File: config.mk
export PLATFORM = sky130hd
export DESIGN_NAME = eftr_queue
export DESIGN_NICKNAME = d
export VERILOG_FILES = /design/src/design/eftr_queue.sv
export SDC_FILE = /design/constraint.sdc
export NUM_CORES = 1
export LEC_CHECK = 0
export BUFFER_PORTS_ARGS = -buffer_cell sky130_fd_sc_hd__buf_4
export CORE_MARGIN = 1
export CORE_UTILIZATION = 42
export DETAILED_ROUTE_END_ITERATION = 16
export HOLD_SLACK_MARGIN = 0.12
export PLACE_DENSITY_LB_ADDON = 0.2
export RECOVER_POWER = 50
export SYNTH_ARGS = -nofsm -noshare
export SYNTH_HDL_FRONTEND = slang
export SYNTH_SLANG_ARGS = --single-unit
File: constraint.sdc
create_clock -name clk -period 2 [get_ports clk]
set_input_delay 0.1 -clock clk [delete_from_list [all_inputs] [get_ports clk]]
set_output_delay 0.1 -clock clk [all_outputs]
set_load 0.005 [all_outputs]
File: src/design/eftr_queue.sv
// Small register queue between the walk front end and the edge evaluator.
// Depends on nothing but its parameters.
`default_nettype none

module eftr_queue #(
    parameter int WIDTH = 8,
    parameter int DEPTH = 4
) (
    input  logic             clk,
    input  logic             rst_n,
    input  logic             push_valid,
    output logic             push_ready,
    input  logic [WIDTH-1:0] push_data,
    output logic             pop_valid,
    input  logic             pop_ready,
    output logic [WIDTH-1:0] pop_data
);

    localparam int PTR_W = (DEPTH > 1) ? $clog2(DEPTH) : 1;
    localparam int CNT_W = $clog2(DEPTH + 1);

    logic [WIDTH-1:0] mem [DEPTH];
    logic [PTR_W-1:0] wr_ptr_reg, rd_ptr_reg;
    logic [CNT_W-1:0] count_reg, count_next;
    logic             do_push, do_pop;

    assign push_ready = (count_reg != CNT_W'(DEPTH));
    assign pop_valid  = (count_reg != '0);
    assign pop_data   = mem[rd_ptr_reg];
    assign do_push    = push_valid && push_ready;
    assign do_pop     = pop_valid && pop_ready;

    always_comb
    begin
        count_next = count_reg;
        if (do_push && !do_pop)
            count_next = count_reg + 1'b1;
        else if (do_pop && !do_push)
            count_next = count_reg - 1'b1;
    end

    always_ff @(posedge clk or negedge rst_n)
    begin
        if (!rst_n)
        begin
            wr_ptr_reg <= '0;
            rd_ptr_reg <= '0;
            count_reg  <= '0;
        end
        else
        begin
            count_reg <= count_next;
            if (do_push)
                wr_ptr_reg <= (wr_ptr_reg == PTR_W'(DEPTH - 1)) ? '0 : wr_ptr_reg + 1'b1;
            if (do_pop)
                rd_ptr_reg <= (rd_ptr_reg == PTR_W'(DEPTH - 1)) ? '0 : rd_ptr_reg + 1'b1;
        end
    end

    always_ff @(posedge clk)
    begin
        if (do_push)
            mem[wr_ptr_reg] <= push_data;
    end

endmodule

`default_nettype wire

### Word-level counts from Yosys, hierarchy flattened

Memories as Yosys holds them, arrays and structs flattened.
Cells that the tools add are included.

| word-level totals | value |
|---|---|
| register bits | 7 |
| RAM bits | 32 |
| input bits | 12 |
| word-level logic and storage cells | 25 |
| memories | 1 |

Memories:

| name | depth | width | read ports | clocked after memory_dff | write ports | line | text |
|---|---|---|---|---|---|---|---|
| mem | 4 | 8 | 1 | 0 | 1 | 22 | `logic [WIDTH-1:0] mem [DEPTH];` |

| operators by class | value |
|---|---|
| $add $sub $neg | 4 |
| equal/unequal tests | 3 |
| mux-type cells | 6 |
| reductions and logical operators | 8 |

Operator list:

| operator | count |
|---|---|
| 3-bit 2-to-1 mux | 2 |
| 2-bit by 1-bit adder with 2-bit output (second input constant) | 2 |
| 2-bit equality test (second input constant) | 2 |
| 1-bit logical AND | 4 |
| 2-bit 2-to-1 mux | 2 |
| 3-bit by 1-bit adder with 3-bit output (second input constant) | 1 |
| 3-bit != test (second input constant) | 1 |
| 3-bit nonzero test | 1 |
| 3-bit by 1-bit subtractor with 3-bit output (second input constant) | 1 |
| 1-bit zero test | 2 |
| 1-bit 2-to-1 mux | 2 |
| 2-bit nonzero test | 1 |

### Logic depth before layout (Yosys ltp)

| logic depth | value |
|---|---|
| depth in word-level cells | 6 |
| mapped depth | 8 |

### Worst setup path after synthesis

Ideal clock, no wire load.

| timing path | value |
|---|---|
| path type | register to register |
| start | register count_reg[2] |
| end | register count_reg[2] |
| library setup time | 0.079 ns |
| arrival | 1.869 ns |
| required time | 1.921 ns |
| path slack | 0.052 ns |
| cell stages (with the launch flop) | 9 |
| path buffers | 0 |
| clock period less this slack | 1.948 ns |
| cells stage by stage | dfrtp_1 or3_4 nand2_4 ha_1 inv_1 fa_1 xor2_1 nor2_1 xor2_1 |

| on the way | value |
|---|---|
| cells in the longest elaborated chain, start to end | 5 |
| elaborated cells on any way between the ends | 13 |
| classes of those cells | add/sub (2); eq/ne (1); mux (2); reduce/logical (8) |

Ends and longest elaborated chain:

| element | line | text |
|---|---|---|
| start: declaration | 24 | `logic [CNT_W-1:0] count_reg, count_next;` |
| start signal: assignment | 52 | `count_reg <= count_next;` |
| 3-bit nonzero test (*) | 28 | `assign pop_valid = (count_reg != '0);` |
| via pop_valid | 14 | `output logic pop_valid,` |
| 1-bit logical AND (*) | 31 | `assign do_pop = pop_valid && pop_ready;` |
| 1-bit zero test | 36 | `if (do_push && !do_pop)` |
| 1-bit logical AND | 36 |  |
| 3-bit 2-to-1 mux / 2-bit nonzero test (equally long branches) | - |  |

The timed path passes the listed nets; every way through them passes the cells marked *. The select of a mux whose other input is x is not followed.
A chain may end at the register's enable or synchronous reset.

### Final worst setup path

| timing path | value |
|---|---|
| start | register count_reg[1] |
| end | register count_reg[2] |

| on the way | value |
|---|---|
| cells in the longest elaborated chain, start to end | 5 |
| elaborated cells on any way between the ends | 13 |
| classes of those cells | add/sub (2); eq/ne (1); mux (2); reduce/logical (8) |

Ends and longest elaborated chain:

| element |
|---|
| branches (longest 5 deep; another with 3-bit by 1-bit subtractor with 3-bit output) |

Parallel ways; which one is timed is not known. The select of a mux whose other input is x is not followed.

==> impl_metrics.sql <==
INSERT INTO impl_metrics (metric_group, metric, value, unit) VALUES
('outcome', 'run_status', 'complete, no violations', ''),
('power_and_ir_drop', 'total_switching_power', '795', 'uW'),
('timing', 'grt_setup_unrepaired', 'no', ''),
('power_and_ir_drop', 'seqPwrFrac', '42.3', '%'),
('global_route', 'grt_first_pass_wirelength', '3950', 'um'),
('timing', 'fin_crit', '1.88', 'ns'),
('worst_setup_path', 'crit_required', '2.22', 'ns'),
('clock_network', 'clk_root_buffer_cell', 'clkbuf_8', ''),
('floorplanning', 'core_area', '0.00366', 'mm^2'),
('global_route', 'first_global_vias', '870', ''),
('power_and_ir_drop', 'pwr-share-comb', '32.1', '%'),
('power_and_ir_drop', 'power.share.clock', '25.6', '%'),
('timing', 'max_slew.worst_pin.slew', '0.608', 'ns'),
('floorplanning', 'core.rowCount', '22', ''),
('clock_network', 'cts_tree', 'built', ''),
('finish', 'layout.cells.most_common_list', '32 x edfxtp_1, 17 x buf_4, 11 x clkbuf_1', ''),
('worst_setup_path', 'crit_arrival', '2.10', 'ns'),
('synth', 'synth_seq_area_share', '71.0', '%'),
('synth', 'synthesis.instances', '79', ''),
('detailed_routing', 'firstDrtPassIters', '2', ''),
('detailed_routing', 'wl_per_cell', '14.5', 'um'),
('synth', 'ff_latch_count_synth', '39', ''),
('clock_network', 'htree_num_levels', '2', ''),
('floorplanning', 'fp.dieArea', '0.00406', 'mm^2'),
('clock_network', 'numCtsBuffers', '5', ''),
('detailed_routing', 'route.vias.total', '817', ''),
('timing', 'timing.clock.skew', '0.00780', 'ns'),
('worst_setup_path', 'crit_type', 'reg -> reg', ''),
('run', 'drv.max_cap_violation_count', '0', ''),
('finish', 'fillCellCount', '300', ''),
('place', 'postPlaceCellArea', '0.00184', 'mm^2'),
('timing', 'max_clock_freq', '531', 'MHz'),
('global_route', 'globalRouteTotalUtil', '13.8', '%'),
('timing', 'period_utilization_post_route', '94.2', '%'),
('finish', 'design.final.nets', '139', ''),
('finish', 'layout-drive-gt1-share', '34.7', '%'),
('detailed_routing', 'remaining_drc_errors', '0', ''),
('finish', 'n_antenna_cell', '0', ''),
('floorplanning', 'initial_utilization', '43.7', '%'),
('place', 'place.gp.congestion', '0.698', ''),
('timing', 'number_of_endpoints_with_negative_hold_slack_in_the_final_report', '0', ''),
('place', 'place.detailed.hpwl', '1690', 'um'),
('clock_network', 'clk_pin_slew', '0.07', 'ns'),
('detailed_routing', 'routed_wirelength', '2450', 'um'),
('power_and_ir_drop', 'netSwitchingFraction', '26.6', '%'),
('finish', 'largest_reg_flops', '32', ''),
('detailed_routing', 'via_per_inst', '4.83', ''),
('timing', 'report.final.setup_viol', '0', ''),
('worst_setup_path', 'worstSetupStartpointType', 'flip-flop', ''),
('synth', 'syn_area', '0.00160', 'mm^2'),
('worst_setup_path', 'end_kind', 'flip-flop', ''),
('floorplanning', 'die_h', '63.7', 'um'),
('power_and_ir_drop', 'powerDensity', '1450', 'mW/mm^2'),
('timing', 'final_max_slew_viols', '0', ''),
('place', 'port-buffer-count', '21', ''),
('synth', 'post_synthesis_net_count', '98', ''),
('floorplanning', 'ios', '22', ''),
('synth', 'post_syn_area_per_cell', '20.2', 'um^2'),
('power_and_ir_drop', 'irDropWorstVdd', '0.000869', 'V'),
('clock_network', 'clock_latency_on_the_worst_skew_pair', '0.29', 'ns'),
('power_and_ir_drop', 'power_total', '2990', 'uW'),
('clock_network', 'clockBufferDepth', '2', ''),
('timing', 'setup_total_negative_slack', '0', 'ns'),
('global_route', 'globalRouteOverflowTotal', '0', ''),
('floorplanning', 'die_width', '63.7', 'um'),
('detailed_routing', 'drt-initial-drc-count', '27', ''),
('worst_setup_path', 'worstRegToRegCells', '8', ''),
('synth', 'yosys.cell_types.count', '18', ''),
('power_and_ir_drop', 'power.static_leakage', '0.000760', 'uW'),
('detailed_routing', 'antenna_violating_nets_post_route', '0', ''),
('global_route', 'maximum_number_of_pins_on_one_net_before_global_route_repair', '13', ''),
('worst_setup_path', 'crit_fanout', '3', ''),
('finish', 'area_growth_syn_to_layout', '28.4', '%'),
('global_route', 'grt_antenna_before_repair', '0', ''),
('timing', 'slew_headroom', '59.5', '%'),
('finish', 'finish.instance_area', '0.00205', 'mm^2'),
('worst_hold_path', 'hp-class', 'in -> async', ''),
('finish', 'layout_commonest_cell', 'edfxtp_1', ''),
('clock_network', 'clock-sinks', '39', ''),
('power_and_ir_drop', 'internal-power', '2190', 'uW'),
('synth', 'synthesis.yosys.warnings', '0', '');
## stage by stage
stage / cells / hold slack [ns] / utilization [%] / worst slack, ns
finish: 169 / 0.245 / 56.1 / 0.115
global route: 169 / 0.270 / 56.1 / 0.0159
CTS: 167 / 0.153 / 56.4 / 0.0190
floorplan: 79 / -0.196 / - / 0.0522
global placement: 150 / -0.0827 / 50.2 / 0.0844
detailed placement: 150 / -0.0800 / 50.2 / -0.00265
## critical path, cell delays in order (launching register included)
cell and delay [ns]:
dfrtp_1 0.39, or3_4 0.41, nand2_4 0.09, ha_4 0.13, inv_1 0.05, fa_2 0.33, xor2_1 0.14, nor2_1 0.12
xor2_1 0.15
## per-layer routing
metal  vias to the layer above  wire [um]  global-route usage [%]
met5                         -          0                       0
met4                         0         52                    7.67
met3                         7        114                    4.53
met2                        20       1230                    23.3
met1                       408       1050                    15.3
li1                        382          -                       -
## cell usage after synthesis, drive strengths merged
master  instances  area share (%)
clkbuf          1            0.23
buf             1            0.31
xnor2           1            0.55
or3             1            0.70
mux2            5             4.0
mux4            8              11
inv             3            0.70
nor2            4            0.94
ha              6             4.7
xor2            2             1.1
dfrtp           7              11
and2            4             1.6
a21boi          1            0.70
fa              1             1.3
edfxtp         32              60
nand2           2            0.94
## power groups by stage
stage | Clock (uW) | Combinational [uW] | Sequential [uW]
global placement | 0 | 922 | 1280
CTS | 774 | 964 | 1270
detailed placement | 0 | 941 | 1290
floorplan | 0 | 632 | 1190
global route | 806 | 1060 | 1290
finish | 765 | 958 | 1260
## layout make-up
cell class / count / area (um^2) / share of cell area (%)
Sequential cell: 39 / 1140 / 55.3
Multi-Input combinational cell: 35 / 458 / 22.3
Timing Repair Buffer: 36 / 255 / 12.4
Clock buffer: 6 / 72.6 / 3.53
Clock inverter: 2 / 60.1 / 2.93
Tap cell: 48 / 60.1 / 2.93
Inverter: 3 / 11.3 / 0.548
## cells by family (layout without fill, tap and decap cells)
kind of cell / after synthesis / after routing / synth area share (%)
and+or+nand+nor: 11 / 11 / 4.15
DFF: 39 / 39 / 71.0
xor gates and xnor gates: 3 / 3 / 1.64
AOI/OAI and AO/OA: 1 / 1 / 0.704
muxes: 13 / 13 / 15.3
buffers and inverters: 5 / 47 / 1.25
adders and majority gates: 7 / 7 / 5.95
## path summary, 6_finish.rpt
check,endpoint,slack [ns],start
worst max-delay path,count_reg[2]$_DFFE_PN0P_,0.12,count_reg[1]$_DFFE_PN0P_
worst min-delay path,rd_ptr_reg[1]$_DFFE_PN0P_,0.25,rst_n
worst max register to register,count_reg[2]$_DFFE_PN0P_,0.12,count_reg[1]$_DFFE_PN0P_
worst min register to register,count_reg[2]$_DFFE_PN0P_,0.57,count_reg[2]$_DFFE_PN0P_
max in group asynchronous,wr_ptr_reg[1]$_DFFE_PN0P_,1.47,rst_n
min in group clk,count_reg[0]$_DFFE_PN0P_,0.25,pop_ready
## what timing repair did
action / 4_1_cts / 5_1_grt
setup endpoints to repair: 1 / 1
resized for setup: 2 / 1
cloned: 0 / 0
buffers inserted: 0 / 2
pin swaps: 1 / 4
hold buffers: 9 / 0
endpoints found under the hold margin: 39 / 0
(Power assumes the default switching activity.)
