**config.mk**
```make
export PLATFORM = sky130hd
export DESIGN_NAME = eftr_walk
export DESIGN_NICKNAME = d
export VERILOG_FILES = /design/src/design/eftr_pkg.sv /design/src/design/eftr_walk.sv
export SDC_FILE = /design/constraint.sdc
export NUM_CORES = 1
export LEC_CHECK = 0
export BUFFER_PORTS_ARGS = -buffer_cell sky130_fd_sc_hd__buf_4
export CAP_MARGIN = 20
export CORE_MARGIN = 4
export CORE_UTILIZATION = 40
export DETAILED_ROUTE_END_ITERATION = 16
export PLACE_DENSITY = 0.66
export SLEW_MARGIN = 10
export SYNTH_ARGS = -nofsm -noshare
export SYNTH_HDL_FRONTEND = slang
export SYNTH_SLANG_ARGS = --single-unit
```
**constraint.sdc**
```tcl
create_clock -name clk -period 18.1 [get_ports clk]
set_input_delay 1.81 -clock clk [delete_from_list [all_inputs] [get_ports clk]]
set_output_delay 1.81 -clock clk [all_outputs]
set_load 0.03 [all_outputs]
```
**src/design/eftr_pkg.sv**
```systemverilog
// Shared types and constants of the edge-function triangle rasterizer.
// No dependencies; every other design file but eftr_queue refers to it by scoped names.
`default_nettype none

package eftr_pkg;

    localparam int VERT_W          = 16;
    localparam int COLOR_W         = 32;
    localparam int PIX_W           = 12;
    localparam int CFG_IDX_W       = 3;
    localparam int CFG_DATA_W      = 32;
    localparam int SCREEN_BITS_DEF = 12;
    localparam int FRAC_BITS_DEF   = 4;
    localparam int QUEUE_DEPTH     = 4;
    localparam int BACK_STAGES     = 3;

    typedef enum logic [CFG_IDX_W-1:0] {
        REG_VERT_A_X   = 3'd0,
        REG_VERT_A_Y   = 3'd1,
        REG_VERT_B_X   = 3'd2,
        REG_VERT_B_Y   = 3'd3,
        REG_VERT_C_X   = 3'd4,
        REG_VERT_C_Y   = 3'd5,
        REG_FILL_COLOR = 3'd6
    } cfg_reg_t;

    typedef struct packed {
        logic [VERT_W-1:0]  vert_a_x;
        logic [VERT_W-1:0]  vert_a_y;
        logic [VERT_W-1:0]  vert_b_x;
        logic [VERT_W-1:0]  vert_b_y;
        logic [VERT_W-1:0]  vert_c_x;
        logic [VERT_W-1:0]  vert_c_y;
        logic [COLOR_W-1:0] fill_color;
    } tri_cfg_t;

endpackage

`default_nettype wire

```
**src/design/eftr_walk.sv**
```systemverilog
// Front end: bounding box of the triangle and the pixel walk over it.
// Depends on eftr_pkg for the register struct and vertex width.
`default_nettype none

module eftr_walk #(
    parameter int SCREEN_BITS = eftr_pkg::SCREEN_BITS_DEF,
    parameter int FRAC_BITS   = eftr_pkg::FRAC_BITS_DEF
) (
    input  logic                   clk,
    input  logic                   rst_n,
    input  eftr_pkg::tri_cfg_t     tri_cfg,
    input  logic                   step_valid,
    input  logic                   restart,
    output logic                   step_ready,
    output logic                   push_valid,
    input  logic                   push_ready,
    output logic [SCREEN_BITS-1:0] push_x,
    output logic [SCREEN_BITS-1:0] push_y,
    output logic                   push_last
);

    localparam int VW = eftr_pkg::VERT_W;
    localparam logic [VW:0] LIM = (VW+1)'((1 << SCREEN_BITS) - 1);

    logic [SCREEN_BITS-1:0] walk_x_reg, walk_x_next;
    logic [SCREEN_BITS-1:0] walk_y_reg, walk_y_next;
    logic                   walk_active_reg;
    logic [SCREEN_BITS-1:0] ax, bx, cx, ay, by, cy;
    logic [SCREEN_BITS-1:0] min_x, max_x, min_y, max_y;
    logic [SCREEN_BITS-1:0] mx_ab, nx_ab, my_ab, ny_ab;
    logic                   in_box;
    logic                   accept;

    // Integer part of a vertex, saturated to the screen for the box only.
    function automatic logic [SCREEN_BITS-1:0] int_part(input logic [VW-1:0] v);
        logic [VW-1:0] ip;
        ip = v >> FRAC_BITS;
        if ({1'b0, ip} > LIM)
            return SCREEN_BITS'(LIM);
        else
            return SCREEN_BITS'(ip);
    endfunction

    always_comb
    begin
        ax = int_part(tri_cfg.vert_a_x);
        bx = int_part(tri_cfg.vert_b_x);
        cx = int_part(tri_cfg.vert_c_x);
        ay = int_part(tri_cfg.vert_a_y);
        by = int_part(tri_cfg.vert_b_y);
        cy = int_part(tri_cfg.vert_c_y);
        nx_ab = (ax < bx) ? ax : bx;
        mx_ab = (ax > bx) ? ax : bx;
        ny_ab = (ay < by) ? ay : by;
        my_ab = (ay > by) ? ay : by;
        min_x = (nx_ab < cx) ? nx_ab : cx;
        max_x = (mx_ab > cx) ? mx_ab : cx;
        min_y = (ny_ab < cy) ? ny_ab : cy;
        max_y = (my_ab > cy) ? my_ab : cy;
    end

    assign in_box = (walk_x_reg >= min_x) && (walk_x_reg <= max_x) &&
                    (walk_y_reg >= min_y) && (walk_y_reg <= max_y);

    always_comb
    begin
        priority if (restart || !walk_active_reg || !in_box)
        begin
            walk_x_next = min_x;
            walk_y_next = min_y;
        end
        else if (walk_x_reg >= max_x)
        begin
            walk_x_next = min_x;
            walk_y_next = (walk_y_reg >= max_y) ? min_y : walk_y_reg + 1'b1;
        end
        else
        begin
            walk_x_next = walk_x_reg + 1'b1;
            walk_y_next = walk_y_reg;
        end
    end

    assign accept     = step_valid && push_ready;
    assign step_ready = push_ready;
    assign push_valid = step_valid;
    assign push_x     = walk_x_next;
    assign push_y     = walk_y_next;
    assign push_last  = (walk_x_next == max_x) && (walk_y_next == max_y);

    always_ff @(posedge clk or negedge rst_n)
    begin
        if (!rst_n)
        begin
            walk_x_reg      <= '0;
            walk_y_reg      <= '0;
            walk_active_reg <= 1'b0;
        end
        else if (accept)
        begin
            walk_x_reg      <= walk_x_next;
            walk_y_reg      <= walk_y_next;
            walk_active_reg <= 1'b1;
        end
    end

endmodule

`default_nettype wire

```
Word-level counts from Yosys, hierarchy flattened:

Cells that the tools add are included.

* add/subtract/negate cells: 2
* equality and inequality tests: 2
* multiplexer cells: 19
* order comparisons: 20
* reduce and logical (&&, ||, !) cells: 9

Operators with widths (number)
* $mux 12: 19
* $gt 12x12->1 const B: 6
* $ge 12x12->1: 4
* $gt 12x12->1: 4
* $lt 12x12->1: 4
* $add 12x1->12 const B: 2
* $eq 12x12->1: 2
* $le 12x12->1: 2
* $logic_and 1x1->1: 5
* $logic_not 1->1: 2
* $logic_or 1x1->1: 2

* input bits: 133
* register bits: 25
* word-level logic and storage cells: 55

Depth between registers and ports, before layout:

* depth in word-level cells: 15
* mapped depth: 33
* gate-level depth less buffers: 28

Worst setup path before layout:

Ideal clock, no wire load.

* path kind: input -> output
* start: input tri_cfg[118] in the netlist's numbering
* end: output push_last
* stages on the path: 28
* slack: 7.469 ns
* required time: 16.290 ns
* arrival time: 8.821 ns
* path buffers: 3
* cell sequence: clkbuf_1 -> ha_1 -> a21o_1 -> a221o_1 -> a221oi_4 -> a31oi_2 -> buf_6 -> mux2i_1 -> inv_1 -> ha_1 -> nand4_1 -> a211o_1 -> a31oi_1 -> clkbuf_1 -> nor2_1 -> a21oi_1 -> inv_1 -> ha_1 -> a21oi_1 -> o21ai_0 -> or3b_1 -> and2_1 -> or3_1 -> o21a_1 -> o21ai_0 -> xor2_1 -> nand4_1 -> nor4_2

* longest elaborated chain between the ends: 15
* elaborated cells between the ends (all ways): 25
* those cells by class: order compare (8); eq/ne (2); mux (9); reduce/logical (6)

Ends and longest elaborated chain
* start: declaration: RTL line eftr_walk.sv:11 `input eftr_pkg::tri_cfg_t tri_cfg,`
* $gt 12x12->1: RTL line eftr_walk.sv:38 `if ({1'b0, ip} > LIM)`
* $mux 12 (*): RTL line eftr_walk.sv:38
* $lt 12x12->1 or $gt 12x12->1 (tied branches): RTL line eftr_walk.sv:52, eftr_walk.sv:53
* $mux 12 (on tied branches): RTL line eftr_walk.sv:52, eftr_walk.sv:53
* $lt 12x12->1 or $gt 12x12->1 (tied branches): RTL line eftr_walk.sv:56, eftr_walk.sv:57
* $mux 12 (on tied branches): RTL line eftr_walk.sv:56, eftr_walk.sv:57
* $ge 12x12->1 or $le 12x12->1 (tied branches): RTL line eftr_walk.sv:62 `assign in_box = (walk_x_reg >= min_x) && (walk_x_reg <= max_x) &&`
* $logic_and 1x1->1 (2 in a row): RTL line eftr_walk.sv:62
* $logic_and 1x1->1: RTL line eftr_walk.sv:63 `(walk_y_reg >= min_y) && (walk_y_reg <= max_y);`
* $logic_not 1->1: RTL line eftr_walk.sv:67 `priority if (restart || !walk_active_reg || !in_box)`
* $logic_or 1x1->1: RTL line eftr_walk.sv:67
* $mux 12 (*): RTL line eftr_walk.sv:67
* via push_y[3]: RTL line eftr_walk.sv:18 `output logic [SCREEN_BITS-1:0] push_y,`
* $eq 12x12->1 (*): RTL line eftr_walk.sv:89 `assign push_last = (walk_x_next == max_x) && (walk_y_next == max_y);`
* $logic_and 1x1->1 (*): RTL line eftr_walk.sv:89
* end: declaration: RTL line eftr_walk.sv:19 `output logic push_last`

Mark *: on every way through the listed nets, which the timed path passes. The rest lies on a longest branch.

Worst setup path in the final report:

* start: input tri_cfg[95] in the netlist's numbering
* end: output push_last

* longest elaborated chain between the ends: 15
* elaborated cells between the ends (all ways): 25
* those cells by class: order compare (8); eq/ne (2); mux (9); reduce/logical (6)

Ends and longest elaborated chain (RTL line)
* $gt 12x12->1: eftr_walk.sv:38
* $mux 12 (*): eftr_walk.sv:38
* $lt 12x12->1 or $gt 12x12->1 (tied branches): eftr_walk.sv:52, eftr_walk.sv:53
* $mux 12 (on tied branches): eftr_walk.sv:52, eftr_walk.sv:53
* $lt 12x12->1 or $gt 12x12->1 (tied branches): eftr_walk.sv:56, eftr_walk.sv:57
* $mux 12 (on tied branches): eftr_walk.sv:56, eftr_walk.sv:57
* $ge 12x12->1 or $le 12x12->1 (tied branches): eftr_walk.sv:62
* $logic_and 1x1->1 (2 in a row): eftr_walk.sv:62
* $logic_and 1x1->1: eftr_walk.sv:63
* $logic_not 1->1: eftr_walk.sv:67
* $logic_or 1x1->1: eftr_walk.sv:67
* $mux 12: eftr_walk.sv:67
* $eq 12x12->1: eftr_walk.sv:89
* $logic_and 1x1->1 (*): eftr_walk.sv:89

Mark *: on every way between the ends. The rest lies on a longest branch, timed or not.

==> impl_results.md <==
- Status: finished clean
- Root buffer cell: clkbuf_16
- Post-CTS setup buffers: 0
- Row count: 46
- CTS tree: done
- Core Footprint: 15,800 µm²
- Layout Nets: 1,193
- Total inserted antenna cells: 0
- Main flop type after synthesis: dfrtp_1
- First-iteration detailed-routing DRC count: 363
- Hold Slack: 0.465 ns
- Gr ovfl total: 0
- Total routed wirelength: 19,500 µm
- Final min period: 11.84 ns
- Flops & latches, synth: 25
- Fillers: 1,646
- Vias: 6,604
- I/O pins: 160
- Worst Path Class, Setup: input port to output port
- Clock-pin slew on the worst setup and hold paths: 0.06 ns
- WP data required: 16.29 ns
- PostCTS Resize Cnt: 0
- Area Growth Syn to Fin: 14.2%
- WP data arrival: 10.03 ns
- Final ANT Viol Nets: 0
- Worst hold path class: flop to flop
- Starting Density: 0.406
- Mapped Nets: 1,137
- Residual DRC count: 0
- Vias per cell: 5.72
- Wire length per cell: 16.9 µm
- Slew @ Worst Pin: 1.01 ns
- Number of global-route vias before repair: 6,447
- Ranking of synthesized cells by area: ha_1 (23%), dfrtp_1 (9.7%), a21oi_1 (6.5%)
- Pin count of the biggest net entering global routing: 31
- Die area: 18,100 µm²
- Crit-path max FO: 28
- CP max stage cell: a31oi_2
- Synth top cells by count: ha_1 (120), nand2_1 (88), inv_1 (84)
- Share of cells above drive strength 1: 0.162
- Mean Syn Cell Area: 7.26 µm²
- Synthesized instance count: 884
- Most numerous cell in the Yosys netlist: ha_1
- Leak pwr: 3.50 nW
- First-pass GRT wire length: 31,800 µm
- Final Cycle Share: 0.654
- Max-cap violations: 0
- Async SR Flop Fraction: 1.00
- Final Hold Fails: 0
- Distinct cell type count after synthesis: 72
- Initial antenna violation count: 0
- Die height: 135 µm
- Fmax: 84.5 MHz
- Clock Latency Late Sink: 0.27 ns
- Clock Sinks: 25
- CTS Hold Bufs: 0
- Crit path capture type: output port
- EDFF count, synth: 0
- HPWL Detailed: 16,400 µm
- H-Tree Depth: 1
- I/O Buffers: 103
- Setup TNS: 0 ns
- Rel. slew slack: 0.324
- Yosys top cell area share: 0.234
- Crit-path max cell delay: 0.74 ns
- Power per cell area: 99.2 nW/µm²
- Final GP Congestion: 0.920
- Clk_skew: 0.0115 ns
- Drt pass-1 iters: 5
- Maximum VDD drop: 0.0620 mV
- Die Span X: 135 µm
- Sequential-to-total area share from yosys stat: 0.0974
- CTS Buf Count: 3
- Gr usage total: 0.212
- RSZ-0062 raised after global routing: no
- Final setup fails: 0
- Yosys Warn Count: 0
- Final max-slew violation count: 0
- Post-synthesis cell area: 6420 µm²
- Longest Clk Path Bufs: 2
- Yosys top cell by area: ha_1
- CP Launch Type: input port
routing by layer:
layer | vias up | wire [µm] | part of all wire | GRT usage
li1 | 3328 | - | - | -
met1 | 3028 | 8960 | 0.46 | 0.285
met4 | 0 | 467 | 0.024 | 0.0520
met5 | - | 0 | 0 | 0
met2 | 216 | 8990 | 0.46 | 0.366
met3 | 32 | 1090 | 0.056 | 0.0190
stage by stage:
step | instances | instance area [µm²] | utilization | power (mW) | setup WS (ns)
6_report | 1155 | 7330 | 0.463 | 0.728 | 6.26
3_5_place_dp | 1150 | 7240 | 0.458 | 0.667 | 6.10
5_1_grt | 1155 | 7330 | 0.463 | 0.802 | 5.43
2_1_floorplan | 884 | 6420 | - | 0.508 | 7.47
3_3_place_gp | 1150 | 7240 | 0.458 | 0.660 | 6.18
4_1_cts | 1154 | 7320 | 0.463 | 0.723 | 6.08
kinds of logic (layout without fill, tap and decap cells):
| logic type | count (synthesis) | after routing | synth area share |
|---|---|---|---|
| xor gates and xnor gates | 18 | 18 | 0.0246 |
| and+or+nand+nor | 264 | 264 | 0.201 |
| buffers and inverters | 140 | 195 | 0.0887 |
| adders and majority gates | 120 | 120 | 0.234 |
| muxes | 62 | 62 | 0.103 |
| AOI/OAI and AO/OA | 255 | 255 | 0.252 |
| DFF | 25 | 25 | 0.0974 |
cells in the final DEF (no fill, tap or decap), drive strengths merged, types with 24 or more instances in the layout:
cell type	instances
inv	84
a21oi	84
o21ai	70
nand4	24
mux2i	34
nor2	62
nand3	24
ha	120
buf	107
dfrtp	25
nand2	88
mux2	28
worst max-delay path: cells and delay by family:
family          cells  cell delay [ns]
mux                 1             0.33
simple gates        9             2.65
xor+xnor            1             0.17
compound gates      9             3.14
fa+ha+maj           3             0.93
buf+inv             7             1.00
layout make-up:
| class | instances | area (µm²) | area share |
|---|---|---|---|
| well taps | 216 | 270 | 0.0368 |
| inverters | 84 | 315 | 0.0430 |
| clock buffers | 4 | 78.8 | 0.0107 |
| repair buffers | 107 | 807 | 0.110 |
| multi-input cells | 719 | 5240 | 0.714 |
| flip-flops and latches | 25 | 626 | 0.0853 |
worst paths after layout:
| check | startpoint | slack, ns | depth (start not counted) | endpoint |
|---|---|---|---|---|
| worst min register to register | walk_active_reg | 0.47 | 1 | walk_active_reg |
| worst min-delay path | walk_active_reg | 0.47 | 1 | walk_active_reg |
| worst max-delay path | tri_cfg[95] | 6.26 | 30 | push_last |
| min in group asynchronous | rst_n | 1.46 | 1 | walk_y_reg[10] |
| max in group asynchronous | rst_n | 16.35 | 1 | walk_x_reg[4] |
| worst max register to register | walk_y_reg[5] | 14.64 | 9 | walk_x_reg[0] |
where the power goes:
group | leakage [nW] | total, mW | internal (mW) | switching (mW)
logic | 3.17 | 0.557 | 0.219 | 0.338
registers | 0.294 | 0.119 | 0.0757 | 0.0438
clock network | 0.0382 | 0.0517 | 0.0302 | 0.0215
total | 3.50 | 0.728 | 0.325 | 0.403
(Power assumes the default switching activity.)
